$ cat src/hdl/wlcg_pkg.sv
// Shared types, constants and the quarter-wave cosine generator for the
// windowed linear chirp generator. No dependencies.
`timescale 1ns / 1ps

package wlcg_pkg;

   localparam int SINE_TABLE_BITS_DEF = 10;
   localparam int SAMPLE_BITS_DEF     = 16;
   localparam int COUNT_BITS_DEF      = 16;
   localparam int QUEUE_DEPTH         = 2;
   localparam int CSR_SETTLE          = 2;

   localparam logic [2:0] CSR_SAMPLE_COUNT = 3'd0;
   localparam logic [2:0] CSR_CHIRP_RATE   = 3'd1;
   localparam logic [2:0] CSR_WINDOW_MODE  = 3'd2;
   localparam logic [2:0] CSR_WINDOW_START = 3'd3;
   localparam logic [2:0] CSR_WINDOW_STEP  = 3'd4;

   localparam logic [1:0] WIN_NONE     = 2'd0;
   localparam logic [1:0] WIN_BLACKMAN = 2'd1;
   localparam logic [1:0] WIN_HAMMING  = 2'd2;
   localparam logic [1:0] WIN_UNUSED   = 2'd3;

   localparam logic [15:0] SAMPLE_COUNT_RESET = 16'd1023;

   localparam int BLACK_C0  = 27525;
   localparam int BLACK_C1  = 32768;
   localparam int BLACK_C2  = 5243;
   localparam int HAM_C0    = 35389;
   localparam int HAM_C1    = 30147;
   localparam int WIN_SHIFT = 16;

   localparam logic [63:0] HALF_PI_Q30 = 64'd1686629713;
   localparam logic [63:0] TAYLOR_DIV [10] = '{64'd2, 64'd12, 64'd30, 64'd56, 64'd90,
                                              64'd132, 64'd182, 64'd240, 64'd306, 64'd380};

   typedef struct packed {
      logic [15:0] sample_count;
      logic [31:0] chirp_rate;
      logic [1:0]  window_mode;
      logic [31:0] window_start;
      logic [31:0] window_step;
   } csr_type;

   typedef struct packed {
      logic [31:0] phase;
      logic [31:0] step;
   } reload_type;

   typedef struct packed {
      logic [31:0] chirp_phase;
      logic [31:0] window_phase;
      logic        last;
      logic        even;
   } front_item_type;

   typedef enum logic [2:0] {
      BACK_IDLE,
      BACK_LOOK,
      BACK_WIN,
      BACK_MUL,
      BACK_PUT
   } back_state_type;

   // cosine of entry k of a quarter wave, Taylor series in Q2.30
   function automatic longint qcos_value(input int k, input int table_bits,
                                         input int sample_bits);
      logic [63:0] x;
      logic [63:0] x2;
      logic [63:0] term;
      longint      sum;
      longint      v;
      longint      top;
      int          sh;
      int          j;
      x    = (64'(k) * HALF_PI_Q30) >> (table_bits - 2);
      x2   = (x * x) >> 30;
      term = 64'd1 << 30;
      sum  = longint'(term);
      for (j = 0; j < 10; j++) begin
         term = (term * x2) >> 30;
         term = term / TAYLOR_DIV[j];
         if ((j & 1) != 0) begin
            sum = sum + longint'(term);
         end else begin
            sum = sum - longint'(term);
         end
      end
      v   = (sum < 0) ? 64'sd0 : sum;
      sh  = 30 - (sample_bits - 1);
      v   = (v + (64'sd1 <<< (sh - 1))) >>> sh;
      top = (64'sd1 <<< (sample_bits - 1)) - 64'sd1;
      return (v > top) ? top : v;
   endfunction

endpackage

$ cat src/hdl/wlcg_front.sv
// Front end: sample counter and second-order phase accumulators, one
// queue entry per accepted beat. Depends on wlcg_pkg.
`timescale 1ns / 1ps

module wlcg_front import wlcg_pkg::*; #(
   parameter int COUNT_BITS = COUNT_BITS_DEF
) (
   input  logic           clock,
   input  logic           reset,
   input  logic           accept,
   input  logic           restart,
   input  csr_type        cfg,
   input  reload_type     reload,
   output front_item_type item
);

   logic [COUNT_BITS-1:0] index_ff, index_in;
   logic [31:0]           phase_ff, phase_in;
   logic [31:0]           step_ff, step_in;
   logic [31:0]           wphase_ff, wphase_in;
   logic [31:0]           count_ext;
   logic [COUNT_BITS-1:0] n_eff;
   logic [COUNT_BITS-1:0] last_idx;
   logic                  start;
   logic [COUNT_BITS-1:0] cur_index;
   logic [31:0]           cur_phase;
   logic [31:0]           cur_step;
   logic [31:0]           cur_wphase;
   logic                  is_last;

   assign count_ext  = 32'(cfg.sample_count);
   assign n_eff      = count_ext[COUNT_BITS-1:0];
   assign last_idx   = n_eff - COUNT_BITS'(1);
   assign start      = restart | (index_ff == '0);
   assign cur_index  = start ? '0 : index_ff;
   assign cur_phase  = start ? reload.phase : phase_ff;
   assign cur_step   = start ? reload.step : step_ff;
   assign cur_wphase = start ? cfg.window_start : wphase_ff;
   assign is_last    = (cur_index == last_idx);

   always_comb begin
      item.chirp_phase  = cur_phase;
      item.window_phase = cur_wphase;
      item.last         = is_last;
      item.even         = ~n_eff[0];
   end

   always_comb begin
      index_in  = index_ff;
      phase_in  = phase_ff;
      step_in   = step_ff;
      wphase_in = wphase_ff;
      if (accept) begin
         index_in  = is_last ? '0 : cur_index + 1'b1;
         phase_in  = cur_phase + cur_step;
         step_in   = cur_step - {cfg.chirp_rate[30:0], 1'b0};
         wphase_in = cur_wphase + cfg.window_step;
      end
   end

   always_ff @(posedge clock) begin
      if (reset) begin
         index_ff  <= '0;
         phase_ff  <= '0;
         step_ff   <= '0;
         wphase_ff <= '0;
      end else begin
         index_ff  <= index_in;
         phase_ff  <= phase_in;
         step_ff   <= step_in;
         wphase_ff <= wphase_in;
      end
   end

endmodule

$ cat config.mk
export PLATFORM = sky130hd
export DESIGN_NAME = wlcg_front
export DESIGN_NICKNAME = d
export VERILOG_FILES = /design/src/hdl/wlcg_pkg.sv /design/src/hdl/wlcg_front.sv
export SDC_FILE = /design/constraint.sdc
export NUM_CORES = 1
export LEC_CHECK = 0
export ABC_AREA = 1
export BUFFER_PORTS_ARGS = -buffer_cell sky130_fd_sc_hd__buf_2
export CAP_MARGIN = 25
export CORE_MARGIN = 3
export CORE_UTILIZATION = 39
export CTS_BUF_LIST = sky130_fd_sc_hd__clkbuf_2
export CTS_CLUSTER_DIAMETER = 30
export DETAILED_ROUTE_END_ITERATION = 10
export GPL_TIMING_DRIVEN = 0
export PLACE_DENSITY = 0.66
export SLEW_MARGIN = 10
export SYNTH_ARGS = -nofsm -noshare
export SYNTH_HDL_FRONTEND = slang
export SYNTH_SLANG_ARGS = --single-unit
$ cat constraint.sdc
create_clock -name clock -period 5.2 [get_ports clock]
set_input_delay 0.26 -clock clock [delete_from_list [all_inputs] [get_ports clock]]
set_output_delay 0.26 -clock clock [all_outputs]
set_load 0.1 [all_outputs]
**Word-level counts from Yosys, hierarchy flattened**

Cells that the tools add are included.

- Register bits: 112
- Bits of input ports: 182
- Output and inout bits: 66
- Word-level logic and storage cells: 18

- $add $sub $neg: 5
- Eq/ne operators: 1
- Mux-type cells: 5
- Bitwise logic cells: 2
- Reductions and logical operators: 1

Operators with widths:

| operator | count |
|---|---|
| $mux W32 | 3 |
| $add A32 B32 Y32 | 2 |
| $mux W16 | 2 |
| $sub A32 B32 Y32 | 1 |
| $add A16 B1 Y16 const B | 1 |
| $eq A16 B16 Y1 | 1 |
| $logic_not A16 Y1 | 1 |
| $sub A16 B1 Y16 const B | 1 |
| $not A1 Y1 | 1 |
| $or A1 B1 Y1 | 1 |

**Depth between registers and ports, before layout**

- Word-level depth: 5
- Mapped depth: 30
- Mapped depth without buffers: 26

**Least setup slack after synthesis**

Ideal clock, no wire load.

- Path type: register to register
- From: register index_ff[3]
- To: register wphase_ff[23]
- Setup time: 0.109 ns
- Arrival time: 5.638 ns
- Data required time: 5.091 ns
- Slack: -0.547 ns
- Stages on the path, launching flop included: 26
- Path through: dfxtp_1 nor2_1 nand2_1 nor2_2 nand2_4 nand2_8 buf_4 buf_2 clkbuf_1 clkbuf_1 o21ai_0 ha_1 a21oi_1 o21ai_0 nor2_1 o21bai_1 a21oi_1 o21ai_0 nand2_1 nand2_1 a21oi_1 inv_1 nand2_1 nand3_1 nand2_1 inv_1

RTL lines:

| what | line | RTL |
|---|---|---|
| from (decl) | wlcg_front.sv:17 | `logic [COUNT_BITS-1:0] index_ff, index_in;` |
| from (signal assigned) | wlcg_front.sv:68 | `index_ff <= index_in;` |
| to (signal assigned) | wlcg_front.sv:71 | `wphase_ff <= wphase_in;` |
| to (decl) | wlcg_front.sv:20 | `logic [31:0] wphase_ff, wphase_in;` |

**Worst setup path in the final report**

- From: register index_ff[3]
- To: register phase_ff[31]

- Word-level cells in the longest chain between the ends: 4
- Elaborated cells on any way between the ends: 5

RTL lines:

| what | line | RTL |
|---|---|---|
| $logic_not A16 Y1 * | wlcg_front.sv:34 | `assign start = restart \| (index_ff == '0);` |
| $or A1 B1 Y1 * | wlcg_front.sv:34 |  |
| $mux W32, on equally long branches | wlcg_front.sv:36, wlcg_front.sv:37 |  |
| $add A32 B32 Y32 * | wlcg_front.sv:55 | `phase_in = cur_phase + cur_step;` |
| to (signal assigned) | wlcg_front.sv:69 | `phase_ff <= phase_in;` |
| to (decl) | wlcg_front.sv:18 | `logic [31:0] phase_ff, phase_in;` |

Every way passes the cells marked *; elsewhere a longest branch is shown, timed or not.
A chain may end at the register's enable or synchronous reset.

==> flow_metrics.tcl <==
set metrics [dict create \
    grt_remaining_overflow 0 \
    leakagePower_nw 8.03 \
    first_iter_violations 1177 \
    grt_antenna_before_repair 3 \
    hold_ws_ns 0.0559 \
    cts-htree-levels 3 \
    cts_num_sinks 112 \
    end_kind "flop" \
    fin_crit_sh_pct 92.2 \
    cts.clk_slew.worst_paths_ns 0.39 \
    synth_nets 2466 \
    root_buffer "clkbuf_2" \
    die_h_um 187 \
    multi_input_area_um2 8770 \
    placeableCoreArea_um2 31900 \
    relSlewSlack_pct 35.7 \
    track_usage_pct 27.7 \
    hold_class "in -> reg" \
    ioPinCount 248 \
    gp_routability_congestion 0.978 \
    path_max_fanout 19 \
    dieArea_um2 35000 \
    clk_path_buf_depth 2 \
    path_class "reg -> reg" \
    synth-seq-cells 112 \
    area_growth_pct 15.8 \
    seqCellArea_um2 2240 \
    cts_tree "done" \
    hold_violations 0 \
    grt_pass1_vias 14300 \
    fin_crit_ns 4.80 \
    syn-instance-count 2195 \
    rsz0062_at_grt "false" \
    final_antenna_net_count 0 \
    num_rows 65 \
    grt_max_degree 20 \
    nNetsFinal 2731 \
    ir_drop_uv 124 \
    yosysUniqueCellTypes 53 \
    hpwl_mm 41.5 \
    synth_area_um2 12800 \
    worst_pin_slew_ns 0.965 \
    clk_latency_ns 0.73 \
    hold_path_depth 5 \
    fill_cells 3552 \
    viasPerCell 5.20 \
    avgSynthCellArea_um2 5.82 \
    start_util_pct 40.1 \
    synth_edf_count 0 \
    required_ns 5.76 \
    dr_total_vias 15100 \
    setup_viol_count_final 0 \
    status "finished clean" \
    die_x_um 187 \
    yosysWarnings 0 \
    synth_ff_type "dfxtp_1" \
    drv_cap 0 \
    fmax_mhz 208 \
    drt-total-wl_mm 50.3 \
    skew_ns 0.108 \
    post-route-util_pct 46.4 \
    dr.pass1.iters 6 \
    cts_made_buffers 9 \
    portBuffers 244 \
    async_flop_share_pct 0 \
    reg2reg_depth 25 \
    start_kind "flop" \
    finalMaxSlewViolations 0 \
    cp.arrival_ns 5.35 \
    grt_pass1_wl_mm 76.8 \
    power_density_nw_per_um2 226 \
    post_drt_wl_per_cell_um 17.3 \
    drive_gt1_share_pct 16.1 \
    ys_seq_area_share_pct 17.6 \
    drc 0 \
]
logic make-up (layout without fill, tap and decap cells):
kind of cell | count (synthesis) | in the layout | synth area share (%)
fa+ha+maj | 89 | 89 | 8.90
flops | 112 | 112 | 17.6
buf+inv | 449 | 719 | 13.8
other cells | 0 | 2 | 0
simple gates | 1021 | 1021 | 35.3
mux | 1 | 1 | 0.0784
xor+xnor | 98 | 98 | 6.84
compound gates | 425 | 425 | 17.5
repair_timing:
action,in CTS,in global routing
hold endpoints to repair,12,0
buffers inserted,0,0
pin swaps,0,0
gates resized for setup,6,13
hold buffers,12,0
setup endpoints to repair,30,18
area by class of cell:
class | count | share of cell area [%]
Clock buffer | 10 | 0.338
Buffer | 66 | 2.31
Sequential cell | 112 | 15.2
Multi-Input combinational cell | 1634 | 59.3
Antenna cell | 2 | 0.0338
Tap cell | 435 | 3.68
Clock inverter | 6 | 0.457
Timing Repair Buffer | 256 | 9.07
Inverter | 381 | 9.67
cells in the final DEF, fill, tap and decap left out, drive strengths merged, types with 55 or more instances in the layout:
master,synthesis,final
nand3,164,164
buf,22,265
o21ai,184,184
nor2,162,162
dfxtp,112,112
inv,381,383
a21oi,204,204
clkbuf,46,55
nand2,620,620
ha,86,86
xor2,65,65
report_power, final:
| group | leakage [nW] | switching, W | total (W) | internal [W] |
|---|---|---|---|---|
| sequential | 0.928 | 0.0000321 | 0.000978 | 0.000946 |
| combinational | 7.03 | 0.00134 | 0.00189 | 0.000548 |
| clock | 0.0759 | 0.000359 | 0.000477 | 0.000118 |
through the flow:
step	total power [W]	std cells	instance area, um^2	TNS, ns	worst slack (ns)
after detailed placement	0.00283	2874	14500	-3.41	-0.373
final	0.00334	2902	14800	0	0.403
after CTS	0.00332	2901	14800	0	0.0246
after floorplan	0.00235	2195	12800	0	0.0215
after global routing	0.00357	2901	14800	0	0.0958
after global placement	0.00282	2874	14500	-3.97	-0.386
flip-flops by register name, indices dropped and copies added (netlist names):
name,cells
phase_ff,32
wphase_ff,32
index_ff,16
step_ff,32
critical path, cell delays in order (launching register included):
cell and delay [ns]:
dfxtp_1 0.43, nor2_1 0.12, nand2_1 0.08, nor2_2 0.21
nand2_4 0.13, nand2_8 0.12, buf_4 0.34, clkbuf_4 0.35
buf_2 0.37, o21ai_1 0.20, ha_1 0.43, nand3_1 0.09
nand2_1 0.13, a21oi_1 0.09, o21bai_1 0.24, nand3_1 0.11
nand2_1 0.21, nand2_1 0.11, nand2_1 0.10, nand3_2 0.11
nand2_1 0.13, nand2_1 0.09, nand3_1 0.08, nand2_1 0.06
nor2_1 0.25, nor2_1 0.07
worst paths after layout:
kind         slack [ns]        start           end
max                0.40  index_ff[3]  phase_ff[31]
min                0.06      cfg[67]    step_ff[2]
max reg2reg        0.40  index_ff[3]  phase_ff[31]
min reg2reg        0.50  index_ff[1]   index_ff[1]
cells in the mapped netlist (all sizes together), types with 4 or more instances:
master | number | area (um^2)
nor2 | 162 | 683
a21o | 4 | 30.0
o21ai | 184 | 928
nand3b | 11 | 86.3
o211ai | 7 | 52.6
nor3 | 22 | 125
nand2 | 620 | 2460
o21bai | 8 | 60.1
dfxtp | 112 | 2240
nand4 | 25 | 156
buf | 22 | 161
ha | 86 | 1080
inv | 381 | 1430
nor4 | 10 | 75.1
clkbuf | 46 | 173
a21oi | 204 | 1020
xnor2 | 33 | 289
nand3 | 164 | 871
xor2 | 65 | 584
a31oi | 5 | 31.3
metal layers:
layer	share of wire (%)	GRT usage, %	up-vias
li1	-	-	7558
met3	6.4	3.11	57
met2	46	47.2	513
met1	45	37.2	6952
met5	0.020	0	-
met4	2.3	7.44	2
(Power assumes the default switching activity.)
