<file path="src/hdl/wlcg_pkg.sv">
// Shared types, constants and the quarter-wave cosine generator for the
// windowed linear chirp generator. No dependencies.
`timescale 1ns / 1ps

package wlcg_pkg;

   localparam int SINE_TABLE_BITS_DEF = 10;
   localparam int SAMPLE_BITS_DEF     = 16;
   localparam int COUNT_BITS_DEF      = 16;
   localparam int QUEUE_DEPTH         = 2;
   localparam int CSR_SETTLE          = 2;

   localparam logic [2:0] CSR_SAMPLE_COUNT = 3'd0;
   localparam logic [2:0] CSR_CHIRP_RATE   = 3'd1;
   localparam logic [2:0] CSR_WINDOW_MODE  = 3'd2;
   localparam logic [2:0] CSR_WINDOW_START = 3'd3;
   localparam logic [2:0] CSR_WINDOW_STEP  = 3'd4;

   localparam logic [1:0] WIN_NONE     = 2'd0;
   localparam logic [1:0] WIN_BLACKMAN = 2'd1;
   localparam logic [1:0] WIN_HAMMING  = 2'd2;
   localparam logic [1:0] WIN_UNUSED   = 2'd3;

   localparam logic [15:0] SAMPLE_COUNT_RESET = 16'd1023;

   localparam int BLACK_C0  = 27525;
   localparam int BLACK_C1  = 32768;
   localparam int BLACK_C2  = 5243;
   localparam int HAM_C0    = 35389;
   localparam int HAM_C1    = 30147;
   localparam int WIN_SHIFT = 16;

   localparam logic [63:0] HALF_PI_Q30 = 64'd1686629713;
   localparam logic [63:0] TAYLOR_DIV [10] = '{64'd2, 64'd12, 64'd30, 64'd56, 64'd90,
                                              64'd132, 64'd182, 64'd240, 64'd306, 64'd380};

   typedef struct packed {
      logic [15:0] sample_count;
      logic [31:0] chirp_rate;
      logic [1:0]  window_mode;
      logic [31:0] window_start;
      logic [31:0] window_step;
   } csr_type;

   typedef struct packed {
      logic [31:0] phase;
      logic [31:0] step;
   } reload_type;

   typedef struct packed {
      logic [31:0] chirp_phase;
      logic [31:0] window_phase;
      logic        last;
      logic        even;
   } front_item_type;

   typedef enum logic [2:0] {
      BACK_IDLE,
      BACK_LOOK,
      BACK_WIN,
      BACK_MUL,
      BACK_PUT
   } back_state_type;

   // cosine of entry k of a quarter wave, Taylor series in Q2.30
   function automatic longint qcos_value(input int k, input int table_bits,
                                         input int sample_bits);
      logic [63:0] x;
      logic [63:0] x2;
      logic [63:0] term;
      longint      sum;
      longint      v;
      longint      top;
      int          sh;
      int          j;
      x    = (64'(k) * HALF_PI_Q30) >> (table_bits - 2);
      x2   = (x * x) >> 30;
      term = 64'd1 << 30;
      sum  = longint'(term);
      for (j = 0; j < 10; j++) begin
         term = (term * x2) >> 30;
         term = term / TAYLOR_DIV[j];
         if ((j & 1) != 0) begin
            sum = sum + longint'(term);
         end else begin
            sum = sum - longint'(term);
         end
      end
      v   = (sum < 0) ? 64'sd0 : sum;
      sh  = 30 - (sample_bits - 1);
      v   = (v + (64'sd1 <<< (sh - 1))) >>> sh;
      top = (64'sd1 <<< (sample_bits - 1)) - 64'sd1;
      return (v > top) ? top : v;
   endfunction

endpackage

</file>
<file path="src/hdl/wlcg_csr.sv">
// Configuration registers and the pulse reload values derived from them.
// Depends on wlcg_pkg.
`timescale 1ns / 1ps

module wlcg_csr import wlcg_pkg::*; #(
   parameter int COUNT_BITS = COUNT_BITS_DEF
) (
   input  logic        clock,
   input  logic        reset,
   input  logic        csr_valid,
   output logic        csr_ready,
   input  logic [2:0]  csr_index,
   input  logic [31:0] csr_data,
   output csr_type     cfg,
   output reload_type  reload,
   output logic        busy
);

   localparam int SETTLE_BITS = $clog2(CSR_SETTLE + 1);

   csr_type                  cfg_ff, cfg_in;
   logic [SETTLE_BITS-1:0]   settle_ff, settle_in;
   logic [31:0]              mm_ff, mm_in;
   logic [31:0]              sprod_ff, sprod_in;
   reload_type               reload_ff, reload_in;
   logic                     write;
   logic [31:0]              count_ext;
   logic [COUNT_BITS-1:0]    n_eff;
   logic [COUNT_BITS-1:0]    n_less;
   logic [COUNT_BITS-2:0]    m;
   logic [63:0]              mm_full;
   logic [63:0]              sprod_full;
   logic [63:0]              pm_full;

   assign csr_ready = 1'b1;
   assign write     = csr_valid & csr_ready;
   assign cfg       = cfg_ff;
   assign reload    = reload_ff;
   assign busy      = (settle_ff != '0);

   always_comb begin
      cfg_in = cfg_ff;
      if (write) begin
         case (csr_index)
            CSR_SAMPLE_COUNT: cfg_in.sample_count = csr_data[15:0];
            CSR_CHIRP_RATE:   cfg_in.chirp_rate   = csr_data;
            CSR_WINDOW_MODE:  cfg_in.window_mode  = csr_data[1:0];
            CSR_WINDOW_START: cfg_in.window_start = csr_data;
            CSR_WINDOW_STEP:  cfg_in.window_step  = csr_data;
            default: ;
         endcase
      end
   end

   always_comb begin
      if (write) begin
         settle_in = SETTLE_BITS'(CSR_SETTLE);
      end else if (settle_ff != '0) begin
         settle_in = settle_ff - 1'b1;
      end else begin
         settle_in = settle_ff;
      end
   end

   // first sample: phase -rate*M*M, step rate*(2M-1), M = (N-1)/2
   assign count_ext  = 32'(cfg_ff.sample_count);
   assign n_eff      = count_ext[COUNT_BITS-1:0];
   assign n_less     = n_eff - COUNT_BITS'(1);
   assign m          = n_less[COUNT_BITS-1:1];
   assign mm_full    = 64'(m) * 64'(m);
   assign mm_in      = mm_full[31:0];
   assign sprod_full = 64'(cfg_ff.chirp_rate) * 64'({m, 1'b0});
   assign sprod_in   = sprod_full[31:0];
   assign pm_full    = 64'(cfg_ff.chirp_rate) * 64'(mm_ff);

   always_comb begin
      reload_in.phase = 32'd0 - pm_full[31:0];
      reload_in.step  = sprod_ff - cfg_ff.chirp_rate;
   end

   always_ff @(posedge clock) begin
      if (reset) begin
         cfg_ff.sample_count <= SAMPLE_COUNT_RESET;
         cfg_ff.chirp_rate   <= '0;
         cfg_ff.window_mode  <= '0;
         cfg_ff.window_start <= '0;
         cfg_ff.window_step  <= '0;
         settle_ff           <= SETTLE_BITS'(CSR_SETTLE);
      end else begin
         cfg_ff    <= cfg_in;
         settle_ff <= settle_in;
      end
   end

   always_ff @(posedge clock) begin
      mm_ff     <= mm_in;
      sprod_ff  <= sprod_in;
      reload_ff <= reload_in;
   end

endmodule

</file>
<file path="config.mk">
export PLATFORM = sky130hd
export DESIGN_NAME = wlcg_csr
export DESIGN_NICKNAME = d
export VERILOG_FILES = /design/src/hdl/wlcg_pkg.sv /design/src/hdl/wlcg_csr.sv
export SDC_FILE = /design/constraint.sdc
export NUM_CORES = 2
export LEC_CHECK = 0
export BUFFER_PORTS_ARGS = -buffer_cell sky130_fd_sc_hd__buf_2
export CAP_MARGIN = 15
export CELL_PAD_IN_SITES_DETAIL_PLACEMENT = 1
export CELL_PAD_IN_SITES_GLOBAL_PLACEMENT = 2
export CORE_ASPECT_RATIO = 1.4
export CORE_MARGIN = 5
export CORE_UTILIZATION = 41
export CTS_BUF_LIST = sky130_fd_sc_hd__clkbuf_2 sky130_fd_sc_hd__clkbuf_4 sky130_fd_sc_hd__clkbuf_8
export CTS_CLUSTER_SIZE = 25
export DETAILED_ROUTE_END_ITERATION = 10
export GPL_ROUTABILITY_DRIVEN = 0
export PLACE_DENSITY = 0.89
export REMOVE_ABC_BUFFERS = 1
export SYNTH_ARGS = -nofsm -noshare
export SYNTH_HDL_FRONTEND = slang
export SYNTH_SLANG_ARGS = --single-unit
</file>
<file path="constraint.sdc">
create_clock -name clock -period 11.05 [get_ports clock]
set_clock_uncertainty 0.05 [all_clocks]
set_input_delay 2.21 -clock clock [delete_from_list [all_inputs] [get_ports clock]]
set_output_delay 2.21 -clock clock [all_outputs]
set_load 0.02 [all_outputs]
</file>
**Yosys cells after proc, flatten, opt, wreduce, memory -nomap -nowiden**

Index checks and enable logic that the tools add are counted.

- Register bits: 241

- Add/subtract/negate cells: 4
- Multipliers: 3
- Equality and inequality tests: 4
- Reductions and logical operators: 8

Operator list:

| operator | count |
|---|---|
| 32-bit by 15-bit multiplier with 31-bit output | 1 |
| 32-bit by 30-bit multiplier with 32-bit output | 1 |
| 1-bit by 32-bit subtractor with 32-bit output (first input constant) | 1 |
| 32-bit subtractor | 1 |
| 15-bit by 15-bit multiplier with 30-bit output | 1 |
| 16-bit by 1-bit subtractor with 16-bit output (second input constant) | 1 |
| 2-bit AND reduction | 5 |
| 3-bit by 2-bit == test with 1-bit output (second input constant) | 2 |
| 3-bit by 1-bit == test with 1-bit output (second input constant) | 1 |
| 3-bit == test (second input constant) | 1 |
| 3-bit logical NOT | 1 |
| 2-bit nonzero test | 1 |
| 2-bit OR reduction | 1 |
| 2-bit by 1-bit subtractor with 2-bit output (second input constant) | 1 |

**Depth between registers and ports, before layout**

- Depth in word-level cells: 2
- Depth in mapped cells: 32
- Gate-level depth less buffers: 30

**Worst setup path before layout**

OpenSTA, ideal clock, no wires.

- Kind: reg-to-reg
- From: register cfg_ff, in the netlist n_eff[2]
- To: register mm_ff[28]
- Setup time: 72 ps
- Arrival: 7708 ps
- Data required time: 10928 ps
- Slack: 3220 ps
- Cell stages (with the launch flop): 29
- Clock period less this slack: 7830 ps
- Cells stage by stage: dfxtp_1 buf_6 nor4_4 nand2_2 or2_1 nor4_1 xor2_1 clkinv_1 nor2_1 fa_1 fa_1 fa_1 fa_1 fa_1 inv_1 fa_1 inv_1 ha_1 a21o_1 a21oi_1 o21ai_0 a21oi_1 a21oi_1 a221oi_1 o21ai_0 a21o_1 a221o_1 a21oi_1 xnor2_1

- Word-level cells in the longest chain between the ends: 2

Ends and longest elaborated chain:

| what | RTL line | RTL |
|---|---|---|
| start, declared | wlcg_csr.sv:21 | `csr_type cfg_ff, cfg_in;` |
| start signal, assigned | wlcg_csr.sv:90 | `cfg_ff <= cfg_in;` |
| 16-bit by 1-bit subtractor with 16-bit output | wlcg_csr.sv:68 | `assign n_less = n_eff - COUNT_BITS'(1);` |
| 15-bit by 15-bit multiplier with 30-bit output | wlcg_csr.sv:70 | `assign mm_full = 64'(m) * 64'(m);` |
| via mm_full[28] | wlcg_csr.sv:31 | `logic [63:0] mm_full;` |
| end signal, assigned | wlcg_csr.sv:96 | `mm_ff <= mm_in;` |
| end, declared | wlcg_csr.sv:23 | `logic [31:0] mm_ff, mm_in;` |

The timed path passes the listed nets, and every way through them passes these cells.
A chain may end at the register's enable or synchronous reset.

**Worst setup path in the final report**

Ends and elaborated chain as after synthesis.

==> qor.yml <==
synthesis:
  yosys.area.top_type: "fa_1"
  synth_edf_count: 0
  async_reset_ff_share_pct: 0
  synthAdderAreaFrac_pct: 51.6
  ys_top_cells_by_area: "fa_1 (40%), dfxtp_1 (12%), ha_1 (12%), inv_1 (8.1%), nand2_1 (6.8%)"
  synth_top_family_by_area: "adder cells"
  synth_seq_cells: 240
  ys_warn_count: 0
  synth_area_um2: 39800
  synth-compound-area-share_pct: 5.60
  netlist-cell-type-count: 65
  synth.top_cell.area_share_pct: 39.9
  synth_mux_area_share_pct: 0.0754
  synth_ff_type: "dfxtp_1"
  synth-simple-area-share_pct: 15.7
  postSynthCellCount: 4460
  avgSynthCellArea_um2: 8.93
  yosysSeqAreaShare_pct: 12.1
  synth_xor_area_share_pct: 4.69
critical_path:
  worstPathArrival_ns: 9.66
  crit_fanout: 19
  start_kind: "register"
  reg2reg_slack_ns: 1.96
  cpMaxStageDelayCell: "clkinv_1"
  crit_type: "reg -> reg"
  cpMostUsedCell: "fa_1"
  required_ns: 11.62
  crit_start: "n_eff[2]$_SDFFE_PP1P_"
  max_stage_delay_ns: 0.64
  worstReg2RegStart: "n_eff[2]$_SDFFE_PP1P_"
  critPathCaptureType: "register"
pwr:
  vdd.ir_drop.worst_mv: 0.166
  powerDensity_nw_per_um2: 157
  leakage_nw: 21.2
  p_total_mw: 6.81
  seq_power_share_pct: 18.7
  p_sw_share_pct: 47.5
  combPwrFrac_pct: 66.4
  p_int_mw: 3.57
  power.switching_mw: 3.23
  clockPowerShare_pct: 14.9
hold_path:
  hold_path.class: "reg -> reg"
  worstHoldStart: "cfg[55]$_SDFFE_PP0P_"
grt:
  grt_max_degree: 92
  first_global_vias: 35300
  grt_pass1_wl_mm: 197
  overflow: 0
  antenna_found_initial: 7
  grt_usage_pct: 24.4
detailed_routing:
  ant_nets: 0
  viasPerCell: 5.11
  drcViolationCount: 0
  wl_mm: 124
  via_count: 30200
  dr.pass1.iters: 5
  drt_iter0_markers: 1322
  wire_per_inst_um: 20.9
clock_network:
  post-cts-setup-buffers: 0
  clk_latency_ns: 0.68
  cts_tree: "yes"
  root_buffer: "clkbuf_8"
  htreeDepth: 2
  cts_resized: 0
  holdBufCountCts: 0
  cts.path.max_buffers: 3
  cts.sinks: 240
  cts.clk_slew.worst_paths_ns: 0.08
  cts_buffers: 44
floorplan:
  die_x_um: 273
  core.rowCount: 135
  initial_core_util_pct: 41.2
  core_area_um2: 96600
  io-pin-count: 218
  dieArea_um2: 104000
  die_h_um: 379
layout:
  layout.cell_area.non_filler_um2: 43400
  area_delta_synth_final_pct: 9.04
  drive_gt1_share_pct: 8.72
  utilization_pct: 45.0
  nNetsFinal: 5791
sta:
  finalMaxSlewViolations: 0
  fmax_mhz: 110
  rsz0062_at_grt: "false"
  fin_tns_setup_ns: 0
  hold_viol_final: 0
  period_needed_ns: 9.09
  slew_headroom_pct: 24.1
  setup_viol: 0
  finalCritPeriodShare_pct: 82.2
  worstMarginPinSlew_ns: 1.13
placement:
  hpwlAfterDp_mm: 98.0
  place_area_um2: 42400
  io_buffers: 216
run:
  cap_violations: 0
run_status:
  status: "completed"
==> critical path: cells and delay by family, from the launching register on <==
kind,cells,cell delay (ns)
fa+ha+maj,7,3.37
buf+inv,4,1.00
simple gates,5,1.59
compound gates,10,2.29
flops,1,0.43
xor+xnor,2,0.29
==> final timing paths <==
| check | end | cells after the start |
|---|---|---|
| max | mm_ff[28]$_DFF_P_ | 28 |
| min | cfg[55]$_SDFFE_PP0P_ | 2 |
| max reg2reg | mm_ff[28]$_DFF_P_ | 28 |
| min reg2reg | cfg[55]$_SDFFE_PP0P_ | 2 |
==> area by class of cell <==
class	count	area, µm²
multi-input cells	3136	31100
repair buffers	290	1650
well taps	1301	1630
clock buffers	64	793
diodes	2	5.00
flip-flops and latches	240	4810
fillers	11500	53200
inverters	874	3280
clock inverters	16	215
==> state kept, by name, summed over array words and instances, names as in the netlist <==
name / flops
sprod_ff: 31
n_eff: 16
mm_ff: 29
cfg: 98
settle_ff: 2
reload: 64
==> metrics by stage <==
step	instances	setup slack [ns]	hold WS, ns
floorplan	4250	2.45	0.457
finish	5923	1.96	0.405
global placement	5841	2.13	0.389
CTS	5921	1.93	0.405
global route	5922	1.41	0.422
detailed placement	5841	1.90	0.396
==> cells in the mapped netlist, types with 40 or more instances <==
master	number
o21ai_0	40
ha_1	373
xor2_1	46
xnor2_1	163
and2_1	301
inv_1	856
nand2_1	725
a21o_1	62
fa_1	794
clkbuf_1	199
dfxtp_1	240
nor2_1	249
a21oi_1	186
==> layer usage <==
layer	track usage, %	wire [µm]
met1	27.3	45500
met2	46.1	65500
met3	3.21	6020
met4	10.5	6550
met5	0	0
==> cell families after synthesis <==
kind of cell | count (synthesis)
multiplexers | 3
AND/OR/NAND/NOR | 1386
XOR/XNOR | 211
adder cells (fa/ha/maj) | 1167
AO/OA/AOI/OAI | 368
buffers and inverters | 1084
other | 1
flip-flops | 240
==> cell usage in the layout (no fill, tap or decap), types with 15 or more instances in the layout <==
| cell | count |
|---|---|
| inv_1 | 856 |
| fa_1 | 794 |
| nand2_1 | 725 |
| ha_1 | 373 |
| and2_1 | 301 |
| nor2_1 | 248 |
| dfxtp_1 | 237 |
| buf_2 | 215 |
| a21oi_1 | 186 |
| xnor2_1 | 159 |
| buf_4 | 74 |
| a21o_1 | 62 |
| clkbuf_8 | 50 |
| o21ai_0 | 40 |
| xor2_1 | 36 |
| o21a_1 | 17 |
| nand2b_1 | 17 |
| nor3_1 | 15 |
==> power groups by stage <==
stage          combinational [mW]  sequential, mW  clock, mW
2_1_floorplan                3.11            1.42          0
3_3_place_gp                 4.45            1.29          0
3_5_place_dp                 4.57            1.29          0
4_1_cts                      4.59            1.28       1.06
5_1_grt                      5.10            1.29       1.09
6_report                     4.52            1.27       1.01
Power figures use the tool's default switching activity.
