[src/hdl/wlcg_pkg.sv]
// Shared types, constants and the quarter-wave cosine generator for the
// windowed linear chirp generator. No dependencies.
`timescale 1ns / 1ps

package wlcg_pkg;

   localparam int SINE_TABLE_BITS_DEF = 10;
   localparam int SAMPLE_BITS_DEF     = 16;
   localparam int COUNT_BITS_DEF      = 16;
   localparam int QUEUE_DEPTH         = 2;
   localparam int CSR_SETTLE          = 2;

   localparam logic [2:0] CSR_SAMPLE_COUNT = 3'd0;
   localparam logic [2:0] CSR_CHIRP_RATE   = 3'd1;
   localparam logic [2:0] CSR_WINDOW_MODE  = 3'd2;
   localparam logic [2:0] CSR_WINDOW_START = 3'd3;
   localparam logic [2:0] CSR_WINDOW_STEP  = 3'd4;

   localparam logic [1:0] WIN_NONE     = 2'd0;
   localparam logic [1:0] WIN_BLACKMAN = 2'd1;
   localparam logic [1:0] WIN_HAMMING  = 2'd2;
   localparam logic [1:0] WIN_UNUSED   = 2'd3;

   localparam logic [15:0] SAMPLE_COUNT_RESET = 16'd1023;

   localparam int BLACK_C0  = 27525;
   localparam int BLACK_C1  = 32768;
   localparam int BLACK_C2  = 5243;
   localparam int HAM_C0    = 35389;
   localparam int HAM_C1    = 30147;
   localparam int WIN_SHIFT = 16;

   localparam logic [63:0] HALF_PI_Q30 = 64'd1686629713;
   localparam logic [63:0] TAYLOR_DIV [10] = '{64'd2, 64'd12, 64'd30, 64'd56, 64'd90,
                                              64'd132, 64'd182, 64'd240, 64'd306, 64'd380};

   typedef struct packed {
      logic [15:0] sample_count;
      logic [31:0] chirp_rate;
      logic [1:0]  window_mode;
      logic [31:0] window_start;
      logic [31:0] window_step;
   } csr_type;

   typedef struct packed {
      logic [31:0] phase;
      logic [31:0] step;
   } reload_type;

   typedef struct packed {
      logic [31:0] chirp_phase;
      logic [31:0] window_phase;
      logic        last;
      logic        even;
   } front_item_type;

   typedef enum logic [2:0] {
      BACK_IDLE,
      BACK_LOOK,
      BACK_WIN,
      BACK_MUL,
      BACK_PUT
   } back_state_type;

   // cosine of entry k of a quarter wave, Taylor series in Q2.30
   function automatic longint qcos_value(input int k, input int table_bits,
                                         input int sample_bits);
      logic [63:0] x;
      logic [63:0] x2;
      logic [63:0] term;
      longint      sum;
      longint      v;
      longint      top;
      int          sh;
      int          j;
      x    = (64'(k) * HALF_PI_Q30) >> (table_bits - 2);
      x2   = (x * x) >> 30;
      term = 64'd1 << 30;
      sum  = longint'(term);
      for (j = 0; j < 10; j++) begin
         term = (term * x2) >> 30;
         term = term / TAYLOR_DIV[j];
         if ((j & 1) != 0) begin
            sum = sum + longint'(term);
         end else begin
            sum = sum - longint'(term);
         end
      end
      v   = (sum < 0) ? 64'sd0 : sum;
      sh  = 30 - (sample_bits - 1);
      v   = (v + (64'sd1 <<< (sh - 1))) >>> sh;
      top = (64'sd1 <<< (sample_bits - 1)) - 64'sd1;
      return (v > top) ? top : v;
   endfunction

endpackage

[src/hdl/wlcg_back.sv]
// Back end: table lookup, window, multiply and saturate, one entry at a
// time under a small sequencer. Depends on wlcg_pkg.
`timescale 1ns / 1ps

module wlcg_back import wlcg_pkg::*; #(
   parameter int SINE_TABLE_BITS = SINE_TABLE_BITS_DEF,
   parameter int SAMPLE_BITS     = SAMPLE_BITS_DEF
) (
   input  logic                     clock,
   input  logic                     reset,
   input  logic [1:0]               window_mode,
   input  logic                     mid_empty,
   input  front_item_type           mid_item,
   output logic                     mid_pop,
   input  logic                     out_full,
   output logic                     out_push,
   output logic [2*SAMPLE_BITS+1:0] out_data
);

   localparam int STB  = SINE_TABLE_BITS;
   localparam int SB   = SAMPLE_BITS;
   localparam int QTAB = 2 ** (STB - 2);
   localparam int IB   = STB - 1;
   localparam int WB   = SB + 17;
   localparam int PB   = 2 * SB + 1;

   localparam logic [IB-1:0]        QTAB_IDX   = IB'(QTAB);
   localparam logic signed [WB-1:0] UNITY_W    = WB'(2 ** (SB - 1));
   localparam logic signed [WB-1:0] BLACK_BASE = WB'(longint'(BLACK_C0) * (2 ** (SB - 1)));
   localparam logic signed [WB-1:0] HAM_BASE   = WB'(longint'(HAM_C0) * (2 ** (SB - 1)));
   localparam logic signed [WB-1:0] WIN_ROUND  = WB'(2 ** (WIN_SHIFT - 1));
   localparam logic signed [PB-1:0] MUL_ROUND  = PB'(2 ** (SB - 2));
   localparam logic signed [PB-1:0] SAT_HIGH   = PB'(2 ** (SB - 1) - 1);
   localparam logic signed [PB-1:0] SAT_LOW    = -PB'(2 ** (SB - 1));

   back_state_type        state_ff, state_in;
   front_item_type        item_ff, item_in;
   logic signed [SB-1:0]  c_ff, c_in;
   logic signed [SB-1:0]  s_ff, s_in;
   logic signed [SB-1:0]  c1_ff, c1_in;
   logic signed [SB-1:0]  c2_ff, c2_in;
   logic [SB-1:0]         w_ff, w_in;
   logic signed [PB-1:0]  prod_i_ff, prod_i_in;
   logic signed [PB-1:0]  prod_q_ff, prod_q_in;

   logic [SB-2:0]         qtab [QTAB];
   logic [31:0]           lane_phase [4];
   logic                  lane_sine [4];
   logic signed [SB-1:0]  lane_val [4];

   logic signed [WB-1:0]  c1x, c2x, black, ham, wsum, wpos, wrnd;
   logic signed [PB-1:0]  rnd_i, rnd_q, sat_i, sat_q;
   logic signed [SB-1:0]  fin_i, fin_q;
   logic                  win_on;

   for (genvar k = 0; k < QTAB; k++) begin : g_qtab
      assign qtab[k] = (SB - 1)'(qcos_value(k, STB, SB));
   end

   assign lane_phase[0] = item_ff.chirp_phase;
   assign lane_phase[1] = item_ff.chirp_phase;
   assign lane_phase[2] = item_ff.window_phase;
   assign lane_phase[3] = {item_ff.window_phase[30:0], 1'b0};
   assign lane_sine[0]  = 1'b0;
   assign lane_sine[1]  = 1'b1;
   assign lane_sine[2]  = 1'b0;
   assign lane_sine[3]  = 1'b0;

   always_comb begin : lookup
      logic [STB-1:0] idx;
      logic [1:0]     quad;
      logic [IB-1:0]  kk;
      logic [IB-1:0]  jj;
      logic           neg;
      logic [SB-2:0]  mag;
      for (int n = 0; n < 4; n++) begin
         idx  = lane_phase[n][31 -: STB];
         quad = idx[STB-1:STB-2];
         kk   = {1'b0, idx[STB-3:0]};
         jj   = (quad[0] ^ lane_sine[n]) ? QTAB_IDX - kk : kk;
         neg  = lane_sine[n] ? quad[1] : (quad[0] ^ quad[1]);
         mag  = jj[IB-1] ? '0 : qtab[jj[IB-2:0]];
         lane_val[n] = neg ? -$signed({1'b0, mag}) : $signed({1'b0, mag});
      end
   end

   assign c_in  = lane_val[0];
   assign s_in  = lane_val[1];
   assign c1_in = lane_val[2];
   assign c2_in = lane_val[3];

   assign c1x   = WB'(c1_ff);
   assign c2x   = WB'(c2_ff);
   assign black = BLACK_BASE - c1x * WB'(BLACK_C1) + c2x * WB'(BLACK_C2);
   assign ham   = HAM_BASE + c1x * WB'(HAM_C1);
   assign wsum  = (window_mode == WIN_BLACKMAN) ? black : ham;
   assign wpos  = wsum[WB-1] ? '0 : wsum;
   assign wrnd  = (wpos + WIN_ROUND) >>> WIN_SHIFT;
   assign w_in  = (wrnd > UNITY_W) ? SB'(UNITY_W) : SB'(wrnd);

   assign prod_i_in = PB'(c_ff) * PB'($signed({1'b0, w_ff}));
   assign prod_q_in = PB'(s_ff) * PB'($signed({1'b0, w_ff}));

   assign rnd_i  = (prod_i_ff + MUL_ROUND) >>> (SB - 1);
   assign rnd_q  = (prod_q_ff + MUL_ROUND) >>> (SB - 1);
   assign sat_i  = (rnd_i > SAT_HIGH) ? SAT_HIGH : ((rnd_i < SAT_LOW) ? SAT_LOW : rnd_i);
   assign sat_q  = (rnd_q > SAT_HIGH) ? SAT_HIGH : ((rnd_q < SAT_LOW) ? SAT_LOW : rnd_q);
   assign win_on = (window_mode == WIN_BLACKMAN) || (window_mode == WIN_HAMMING);

   always_comb begin
      if (item_ff.even) begin
         fin_i = '0;
         fin_q = '0;
      end else if (win_on) begin
         fin_i = SB'(sat_i);
         fin_q = SB'(sat_q);
      end else begin
         fin_i = c_ff;
         fin_q = s_ff;
      end
   end

   assign out_data = {fin_i, fin_q, item_ff.last, item_ff.even};
   assign item_in  = mid_pop ? mid_item : item_ff;

   always_comb begin
      state_in = state_ff;
      case (state_ff)
         BACK_IDLE: begin
            if (!mid_empty) state_in = BACK_LOOK;
         end
         BACK_LOOK: state_in = BACK_WIN;
         BACK_WIN:  state_in = BACK_MUL;
         BACK_MUL:  state_in = BACK_PUT;
         BACK_PUT: begin
            if (!out_full) begin
               state_in = mid_empty ? BACK_IDLE : BACK_LOOK;
            end
         end
         default: state_in = BACK_IDLE;
      endcase
   end

   always_comb begin
      mid_pop  = 1'b0;
      out_push = 1'b0;
      case (state_ff)
         BACK_IDLE: mid_pop = ~mid_empty;
         BACK_PUT: begin
            out_push = ~out_full;
            mid_pop  = ~out_full & ~mid_empty;
         end
         default: ;
      endcase
   end

   always_ff @(posedge clock) begin
      if (reset) begin
         state_ff <= BACK_IDLE;
      end else begin
         state_ff <= state_in;
      end
   end

   always_ff @(posedge clock) begin
      item_ff   <= item_in;
      c_ff      <= c_in;
      s_ff      <= s_in;
      c1_ff     <= c1_in;
      c2_ff     <= c2_in;
      w_ff      <= w_in;
      prod_i_ff <= prod_i_in;
      prod_q_ff <= prod_q_in;
   end

endmodule

[config.mk]
export PLATFORM = sky130hd
export DESIGN_NAME = wlcg_back
export DESIGN_NICKNAME = d
export VERILOG_FILES = /design/src/hdl/wlcg_pkg.sv /design/src/hdl/wlcg_back.sv
export SDC_FILE = /design/constraint.sdc
export NUM_CORES = 2
export LEC_CHECK = 0
export BUFFER_PORTS_ARGS = -buffer_cell sky130_fd_sc_hd__buf_2
export CAP_MARGIN = 20
export CELL_PAD_IN_SITES_DETAIL_PLACEMENT = 1
export CELL_PAD_IN_SITES_GLOBAL_PLACEMENT = 1
export CORE_MARGIN = 2
export CORE_UTILIZATION = 46
export DETAILED_ROUTE_END_ITERATION = 16
export MAX_ROUTING_LAYER = met4
export PLACE_DENSITY_LB_ADDON = 0.25
export SYNTH_ARGS = -nofsm -noshare
export SYNTH_HDL_FRONTEND = slang
export SYNTH_SLANG_ARGS = --single-unit
[constraint.sdc]
create_clock -name clock -period 8.2 [get_ports clock]
set_clock_uncertainty 0.05 [all_clocks]
set_input_delay 1.64 -clock clock [delete_from_list [all_inputs] [get_ports clock]]
set_output_delay 1.64 -clock clock [all_outputs]
set_load 0.02 [all_outputs]
After elaboration in Yosys (flattened, before gate mapping)
Memories as Yosys holds them, arrays and structs flattened.
Index checks and enable logic that the tools add are counted.
Storage, ports and cells
  bits in registers: 215
  memory bits (read-only): 15360
  input bits: 72
  output and inout bits: 36
  logic and storage cells: 103
  memories: 4
Memory list
  (no name shown): words 256, width 15, read ports 1, clocked after memory_dff 0, write ports 0, line wlcg_back.sv:82  | mag = jj[IB-1] ? '0 : qtab[jj[IB-2:0]];
  (no name shown): words 256, width 15, read ports 1, clocked after memory_dff 0, write ports 0, line wlcg_back.sv:82
  (no name shown): words 256, width 15, read ports 1, clocked after memory_dff 0, write ports 0, line wlcg_back.sv:82
  (no name shown): words 256, width 15, read ports 1, clocked after memory_dff 0, write ports 0, line wlcg_back.sv:82
Operators by class
  add/subtract/negate cells: 13
  multiply operators: 4
  $lt $le $gt $ge: 9
  eq/ne operators: 8
  muxes and demuxes: 36
  bitwise logic cells: 10
  reduce and logical (&&, ||, !) cells: 3
Operators with widths (number)
  15-bit 2-to-1 mux: 16
  16-bit 2-to-1 mux: 8
  33-bit by 16-bit adder with 33-bit output (second input constant): 2
  16-bit by 17-bit multiplier with 33-bit output: 2
  15-bit negator with 16-bit output: 4
  9-bit >= comparator (second input constant): 4
  18-bit by 16-bit > comparator with 1-bit output (second input constant): 2
  18-bit by 16-bit < comparator with 1-bit output (second input constant): 2
  9-bit 2-to-1 mux: 4
  8-bit inverter with 9-bit output: 4
  32-bit by 16-bit adder with 33-bit output (second input constant): 1
  32-bit by 30-bit adder with 33-bit output: 1
  32-bit by 32-bit adder with 33-bit output (first input constant): 1
  33-bit 2-to-1 mux: 1
  16-bit by 16-bit multiplier with 32-bit output (second input constant): 1
  32-bit 2-to-1 mux: 1
  31-bit by 31-bit subtractor with 32-bit output (first input constant): 1
  16-bit by 14-bit multiplier with 30-bit output (second input constant): 1
  9-bit by 8-bit subtractor with 9-bit output (first input constant): 3
  17-bit > comparator (second input constant): 1
  3-bit case mux with 5 select lines: 1
  3-bit by 2-bit == test with 1-bit output (second input constant): 2
  3-bit 2-to-1 mux: 2
  2-bit != test (second input constant): 2
  12 further kinds: 16

Longest topological paths before layout
  depth after elaboration: 9
  depth in mapped cells: 32
  mapped depth without buffers: 29

Worst setup path after synthesis
OpenSTA, ideal clock, no wires.
  path kind: reg2reg
  start: register c1_ff[15]
  end: register w_ff[7]
  setup time: 0.134 ns
  arrival time: 8.025 ns
  data required time: 8.016 ns
  slack: -0.009 ns
  cell stages (with the launch flop): 30
  path buffers: 3
  period minus slack after synthesis: 8.209 ns
  cell sequence: dfxtp_1 inv_1 ha_1 inv_1 fa_1 fa_1 fa_1 fa_1 inv_1 fa_1 inv_1 ha_1 clkbuf_1 nand4_1 or3_1 nand2b_1 a31oi_1 nor3_1 xnor2_1 mux2_2 clkbuf_1 nor2_1 ha_1 nand2_1 a211oi_2 nand3_1 or3_1 nor3_2 buf_4 nor4_1
Between the ends
  word-level cells in the longest chain between the ends: 6
  elaborated cells between the ends (all ways): 8
  classes of those cells: add/sub (4); mul (1); order compare (1); mux (2)
RTL lines
  from (decl): line wlcg_back.sv:40  | logic signed [SB-1:0] c1_ff, c1_in;
  from (signal assigned): line wlcg_back.sv:169  | c1_ff <= c1_in;
  16-bit by 16-bit multiplier with 32-bit output or 31-bit by 31-bit subtractor with 32-bit output (tied branches): line wlcg_back.sv:95, wlcg_back.sv:94
  32-bit by 32-bit adder with 33-bit output or 32-bit by 30-bit adder with 33-bit output (tied branches): line wlcg_back.sv:95, wlcg_back.sv:94
  33-bit 2-to-1 mux *: line wlcg_back.sv:96  | assign wsum = (window_mode == WIN_BLACKMAN) ? black : ham;
  32-bit 2-to-1 mux *: line wlcg_back.sv:97  | assign wpos = wsum[WB-1] ? '0 : wsum;
  32-bit by 16-bit adder with 33-bit output *: line wlcg_back.sv:98  | assign wrnd = (wpos + WIN_ROUND) >>> WIN_SHIFT;
  17-bit > comparator: line wlcg_back.sv:99  | assign w_in = (wrnd > UNITY_W) ? SB'(UNITY_W) : SB'(wrnd);
  to (signal assigned): line wlcg_back.sv:171  | w_ff <= w_in;
  to (decl): line wlcg_back.sv:42  | logic [SB-1:0] w_ff, w_in;
Mark *: on every way between the ends. The rest lies on a longest branch, timed or not.
A chain may end at the register's enable or synchronous reset.

Worst setup path after layout
  start: register c1_ff[1]
  end: register w_ff[1]
The elaborated chain is that of the path after synthesis.

==> metrics.txt <==
hold buffers post-CTS 0; Port Buffer Count 64; routed vias 54159; die width 345.9 um; Crit path required time 8.58 ns; total gr overflow 0; Netlist Area Pre-Place 0.05376 mm2; Fin. Hold Viols 0; final-layout fill cell count 14270; Syn Nets 8115; Setup crit end kind flop; Core Region 0.1160 mm2; number of distinct library cells after synthesis 120; critical path class flop to flop; Max Fanout on Critical Path 10; hold depth 1; row cnt 125; GRT Total Usage 37.96%; Hold Path Origin state_ff[2]; Syn-to-layout area delta 4.792%; share of layout cells above drive strength 1 8.061%; Synth area leaders fa_1 (23%), ha_1 (13%), inv_1 (6.5%); initial antenna violation count 1; MaxCap Viol Count 0; final slew viol count 0; slowest cell delay on critical path 0.59 ns; reg2reg end w_ff[1]; H-tree levels 4; prevailing post-synth register cell dfxtp_1; Tightest Pin Transition 1.357 ns; final wirelength 223100 um; final net count 7921; CTS tree done; drt via density 6.606; CTS root buf clkbuf_16; clk sinks 144; Arr. time, crit path 8.21 ns; clk_lat worst skew 0.52 ns; Rel. slew slack 9.554%; largest net degree at the start of global routing 94; Max Fclk 127.8 MHz; final number of setup-violating endpoints 0; CP max stage cell dfxtp_1; outcome completed; fraction of registers with async set/reset 0%; Initial Util 46.32%; drt drc 0; count leader, synth inv_1; R2R depth 28; first-pass GRT wire length 345600 um; GP Congestion 1.074; period utilization 95.41%; Synth Warn # 0; Boundary Pins 108; TritonCTS Buffers 17; min Tclk post-route 7.824 ns; RSZ-0062 raised after global routing false; crit path launch type flop; sequential cell area fraction in the yosys report 5.791%; FF-to-FF Start c1_ff[1]; synth cell count leaders inv_1 (933), nand2_1 (653), fa_1 (609); Starting DRT DRC Count 6137; DIE AREA 0.1196 mm2; first drt pass iteration count 6; clock buffer depth 2; register bit total from synthesis 144; Hold Path End state_ff[1]; R2R setup slack 0.38 ns; vias in the first global route 56983; worst path bufs/invs 6; clock-pin slew on the worst setup and hold paths 0.07 ns; Yosys top cell area share 22.68%; largest area contributor in the netlist fa_1; post-synthesis average cell area 7.839 um2; hpwl dp 168600 um; post-synthesis instance total 6858; HP Class flop to flop; total negative slack 0 ns; EDFF count, synth 23; CP delay by family, top adder cells; Die H 345.9 um; WL/cell 27.21 um; Routed Antenna Nets 0
==> worst max path at each step <==
stage	slack, ns	depth (start not counted)	endpoint	start
global route	0.01	25	w_ff[1]	c2_ff[0]
CTS	0.26	26	w_ff[1]	c2_ff[3]
global placement	0.58	27	w_ff[14]	c1_ff[14]
floorplan	0.16	31	w_ff[7]	c2_ff[15]
finish	0.38	28	w_ff[1]	c1_ff[1]
detailed placement	0.29	26	w_ff[1]	c2_ff[3]
==> per-stage QoR <==
step                      instance area (um2)  hold slack, ns  std cells  utilization, %  worst slack [ns]
after global routing                    56330          0.5020       8199           48.54           0.01378
after floorplan                         53760          0.4081       6858               -            0.1589
after global placement                  55710          0.4637       8163           48.01            0.5841
after detailed placement                55710          0.4836       8163           48.01            0.2868
final                                   56330          0.4838       8199           48.54            0.3765
after CTS                               56260          0.4905       8192           48.48            0.2582
==> kinds of logic (layout without fill, tap and decap cells) <==
family / after synthesis / in the layout / synth area share, %
and+or+nand+nor: 1905 / 1905 / 17.11
adders and majority gates: 1185 / 1185 / 36.09
buffers and inverters: 1475 / 1291 / 11.07
DFF: 144 / 144 / 5.791
other: 0 / 1 / 0
AOI/OAI and AO/OA: 1817 / 1817 / 23.22
xor gates and xnor gates: 215 / 215 / 3.722
muxes: 117 / 117 / 3.000
==> timing repair <==
item | CTS | global route
resized for setup | 0 | 10
setup endpoints to repair | 0 | 17
buffers inserted | 0 | 0
==> placed cells by master (no fill, tap or decap), types with 80 or more instances in the layout <==
| master | instances |
|---|---|
| o21ai_0 | 350 |
| dfxtp_1 | 117 |
| a31oi_1 | 80 |
| buf_4 | 243 |
| fa_1 | 609 |
| nor2_1 | 388 |
| inv_1 | 932 |
| nor3_1 | 162 |
| and2_1 | 226 |
| xnor2_1 | 126 |
| a211oi_1 | 109 |
| nand3_1 | 140 |
| ha_1 | 574 |
| a21oi_1 | 404 |
| o211ai_1 | 112 |
| nand2_1 | 649 |
==> sequential cells by signal, indices dropped and copies added, names as in the netlist <==
signal,flops
item_ff,21
prod_i_ff,19
prod_q_ff,19
c1_ff,16
c2_ff,16
c_ff,16
s_ff,16
w_ff,16
state_ff,3
out_data,2
==> metal layers <==
layer	vias to the layer above	share of wire, %	track usage, %
met4	0	5.0	16.76
met2	2786	45	58.92
li1	23409	-	-
met5	-	0	-
met3	700	8.8	6.874
met1	27264	41	48.32
==> layout make-up <==
cell class	count	area, um2	share of cell area, %
multi-input cells	5239	44940	79.78
inverters	948	3558	6.317
flip-flops and latches	144	3118	5.535
repair buffers	314	2252	3.998
well taps	1524	1907	3.385
clock buffers	19	464.2	0.8240
clock inverters	10	87.58	0.1555
diodes	1	2.502	0.004442
Power is left out: the tool's default activity adds up to more than one toggle a clock period on the data nets, which glitch-free logic cannot reach.
